<file path="config.mk">
export PLATFORM = sky130hd
export DESIGN_NAME = krtsd_ctrl
export DESIGN_NICKNAME = d
export VERILOG_FILES = /design/src/sv/krtsd_pkg.sv /design/src/sv/krtsd_ctrl.sv
export SDC_FILE = /design/constraint.sdc
export NUM_CORES = 1
export LEC_CHECK = 0
export ABC_CLOCK_PERIOD_IN_PS = 3350
export BUFFER_PORTS_ARGS = -buffer_cell sky130_fd_sc_hd__buf_2
export CAP_MARGIN = 10
export CORE_AREA = 2 2 39 41
export CTS_BUF_LIST = sky130_fd_sc_hd__clkbuf_16
export CTS_CLUSTER_DIAMETER = 30
export CTS_CLUSTER_SIZE = 14
export DETAILED_ROUTE_END_ITERATION = 10
export DIE_AREA = 0 0 41 43
export SYNTH_ARGS = -nofsm -noshare
export SYNTH_HDL_FRONTEND = slang
export SYNTH_SLANG_ARGS = --single-unit
</file>
<file path="constraint.sdc">
create_clock -name i_clk -period 3.35 [get_ports i_clk]
set_clock_uncertainty 0.1 [all_clocks]
set_input_delay 0.1675 -clock i_clk [delete_from_list [all_inputs] [get_ports i_clk]]
set_output_delay 0.1675 -clock i_clk [all_outputs]
set_load 0.02 [all_outputs]
</file>
<file path="src/sv/krtsd_pkg.sv">
package krtsd_pkg;

    // operation codes
    typedef enum logic [2:0] {
        OP_INSERT = 3'd0,
        OP_UPDATE = 3'd1,
        OP_LOOKUP = 3'd2,
        OP_DUMP   = 3'd3,
        OP_CLEAR  = 3'd4
    } t_op;

    localparam int KEY_W = 64;
    localparam int REF_W = 31;
    localparam int CNT_W = 7;

    // controller -> datapath
    typedef struct packed {
        logic load;        // latch a new transaction
        logic scan_start;  // rewind scan counter, clear scan results
        logic dump_init;   // first pass of a dump
        logic scan_step;   // issue one table read
        logic emit;        // produce one result and commit
    } t_cmd;

    // datapath -> controller
    typedef struct packed {
        logic [2:0] op;
        logic       fill_zero;
        logic       scan_last;
        logic       dump_last;
    } t_status;

endpackage

</file>
<file path="src/sv/krtsd_ctrl.sv">
module krtsd_ctrl (
    input  logic             i_clk,
    input  logic             i_rst_n,
    input  logic             start,
    output logic             busy,
    input  krtsd_pkg::t_status i_status,
    output krtsd_pkg::t_cmd    o_cmd
);

    typedef enum logic [4:0] {
        S_IDLE   = 5'b00001,
        S_DECODE = 5'b00010,
        S_SCAN   = 5'b00100,
        S_DRAIN  = 5'b01000,
        S_EMIT   = 5'b10000
    } t_state;

    t_state r_state, n_state;
    logic   w_scan_op;

    assign busy = (r_state != S_IDLE);
    assign w_scan_op = (i_status.op == krtsd_pkg::OP_UPDATE) ||
                       (i_status.op == krtsd_pkg::OP_LOOKUP) ||
                       (i_status.op == krtsd_pkg::OP_DUMP);

    // next state and commands
    always_comb begin
        n_state = r_state;
        o_cmd   = '0;
        case (r_state)
            S_IDLE: begin
                if (start) begin
                    o_cmd.load = 1'b1;
                    n_state    = S_DECODE;
                end
            end
            S_DECODE: begin
                if (w_scan_op && !i_status.fill_zero) begin
                    o_cmd.scan_start = 1'b1;
                    o_cmd.dump_init  = 1'b1;
                    n_state          = S_SCAN;
                end else begin
                    n_state = S_EMIT;
                end
            end
            S_SCAN: begin
                o_cmd.scan_step = 1'b1;
                if (i_status.scan_last) n_state = S_DRAIN;
            end
            S_DRAIN: begin
                n_state = S_EMIT;
            end
            S_EMIT: begin
                o_cmd.emit = 1'b1;
                if ((i_status.op == krtsd_pkg::OP_DUMP) && !i_status.fill_zero &&
                    !i_status.dump_last) begin
                    o_cmd.scan_start = 1'b1;
                    n_state          = S_SCAN;
                end else begin
                    n_state = S_IDLE;
                end
            end
            default: n_state = S_IDLE;
        endcase
    end

    always_ff @(posedge i_clk) begin
        if (!i_rst_n) r_state <= S_IDLE;
        else          r_state <= n_state;
    end

endmodule

</file>
==> results.ini <==
[detailed_routing]
drc_errors = 0
drt_wl_total_um = 761
route.met3.wl_um = 92
vias = 345
highest_layer = met4
ant_nets = 0
drt_iter0_drc = 7
via_per_inst = 4.60
post_drt_wl_per_cell_um = 10.1
wl_met1_um = 347
first_pass_iters = 2
wl_met2_um = 295

[timing]
rsz0062_at_grt = false
fin_crit_sh = 0.524
finalSetupViolCount = 0
tightest_slew_ns = 0.350
relSlewSlack = 0.766
timing.final.hold_violations = 0
slew_violations = 0
min_period_ns = 1.76
fmax_ghz = 0.569
finalSetupTns_ns = 0

[cells_and_area]
nNetsFinal = 69
final_core_util = 0.372
largest_register_ffs = 5
nFillCells = 128
top_regs = r_state x5
num_antenna_cells = 0
area_delta_synth_final_pct = 46.8
top_register = r_state
drive_gt1_frac = 0.424

[yosys]
synth_top_area_frac = 0.286
yosysSeqAreaShare = 0.286
synth_area_um2 = 350
synthTopCellsByCount = dfxtp_1, nand2_1, nand2b_1, nor2_1
synth_area_per_cell_um2 = 8.34
synth_top_area_cell = dfxtp_1
syn_nets = 51
synth_ff_type = dfxtp_1
synth_cells = 42
synth-edff-count = 0
yosysWarnings = 0
synthTopCellsByArea = dfxtp_1, nand2b_1, nor4_2
yosysUniqueCellTypes = 25
yosysMostFrequentCell = dfxtp_1
ys_async_sr_fraction = 0
ys_ff_latch = 5

[global_routing]
antenna_found_initial = 0
grt_start_max_net_pins = 10
first_global_vias = 315
grt_usage = 0.108
grt_first_pass_wirelength_um = 1220
overflow = 0

[critical_path]
critPathMaxFanout = 9
start_kind = register
path_buf_inv = 2
cp_data_arrival_time_ns = 1.49
worst_r2r_path_depth = 4
crit_chain = nand2b_1 > nor3_2 > o21ai_0 > inv_1 > buf_2
cp_slowest_stage_delay_ns = 0.49
cp.depth = 5
endpoint_kind = output port
worst-setup-path-type = reg2out
cp_top_family = flip-flops
cpMaxStageDelayCell = dfxtp_1
critPathRequiredTime_ns = 3.08

[clock_network]
cts_made_buffers = 3
htreeDepth = 1
postCtsHoldBufs = 0
numClockSinks = 5
root_buffer = clkbuf_16
post-cts-setup-buffer-count = 0
cts_resized = 0
cts.path.max_buffers = 2
clk_latency_ns = 0.22
cts_tree = yes
clk_pin_slew_ns = 0.03

[floorplanning]
ioPinCount = 15
die_area_um2 = 1760
std_cell_rows = 14
die_x_um = 41
core_area_um2 = 1380
fp.dieH_um = 43
start_util = 0.253

[power_and_ir_drop]
clockPowerShare = 0.633
p_switching_uw = 62.6
combPwrFrac = 0.143
irDropWorstVdd_v = 0.000272
sw_frac_of_total = 0.209
internal_power_uw = 236
p_leak_nw = 0.232
power_density_nw_per_um2 = 582
seq_power_share = 0.224

[placement]
portBuffers = 14
routabilityCongestion = 0.758
dp_hpwl_um = 599

[status]
status = finished, final reports clean

[min_path]
hold_class = in2reg
min_delay_path_depth = 3

[run]
max_cap_violations = 0

[kinds of logic after synthesis]
family	Yosys count	share of synthesized area
buf+inv	3	0.0357
simple gates	26	0.511
flops	5	0.286
compound gates	8	0.168
[final timing paths]
kind	from	endpoint	slack, ns
worst max register to register	r_state[1]	r_state[2]	1.98
worst max-delay path	r_state[1]	o_cmd[3]	1.59
worst min-delay path	i_status[1]	r_state[3]	0.07
worst min register to register	r_state[2]	r_state[4]	0.52
[routing by layer]
layer | global-route usage | vias to the layer above
li1 | - | 185
met1 | 0.138 | 139
met2 | 0.138 | 17
met3 | 0.0157 | 4
met4 | 0.120 | 0
met5 | 0 | -
[worst register-to-register path, cell delays in order, from the launching register on]
cell      delay [ns]
dfxtp_1         0.49
nand2b_1        0.19
nor3_2          0.06
o21ai_0         0.30
a21oi_1         0.11
[cell type report]
cell class,instances,area [µm²],area share
sequential,5,100,0.195
multi-input combinational,34,238,0.462
inverter,2,7.51,0.0146
tap,16,20.0,0.0389
clock buffer,3,75.1,0.146
clock inverter,1,3.75,0.00730
timing repair buffer,14,70.1,0.136
[placed cells by master, fill, tap and decap left out, types with 2 or more instances in the layout]
cell / instances
nor4_2: 2
o21ai_0: 2
nor4_1: 2
clkbuf_16: 3
buf_2: 14
nand2b_1: 4
dfxtp_1: 5
nor2_1: 4
a21oi_1: 2
inv_1: 2
nand2_1: 4
[metrics by stage]
stage	std cells	hold WS, ns	area, µm²	total power [mW]	worst slack [ns]
finish	75	0.0695	514	0.299	1.59
global route	75	0.0974	514	0.309	1.50
CTS	75	0.0695	514	0.303	1.61
detailed placement	71	0.303	435	0.111	1.86
global placement	71	0.291	435	0.110	1.89
floorplan	42	0.181	350	0.0969	1.84
[power by group through the flow]
stage	Combinational [mW]	Sequential (mW)	Clock (mW)
after global routing	0.0469	0.0674	0.195
after global placement	0.0427	0.0676	0
after CTS	0.0433	0.0670	0.193
final	0.0428	0.0670	0.189
after floorplan	0.0303	0.0667	0
after detailed placement	0.0431	0.0678	0
No activity file was read; power rests on OpenSTA's default activity.
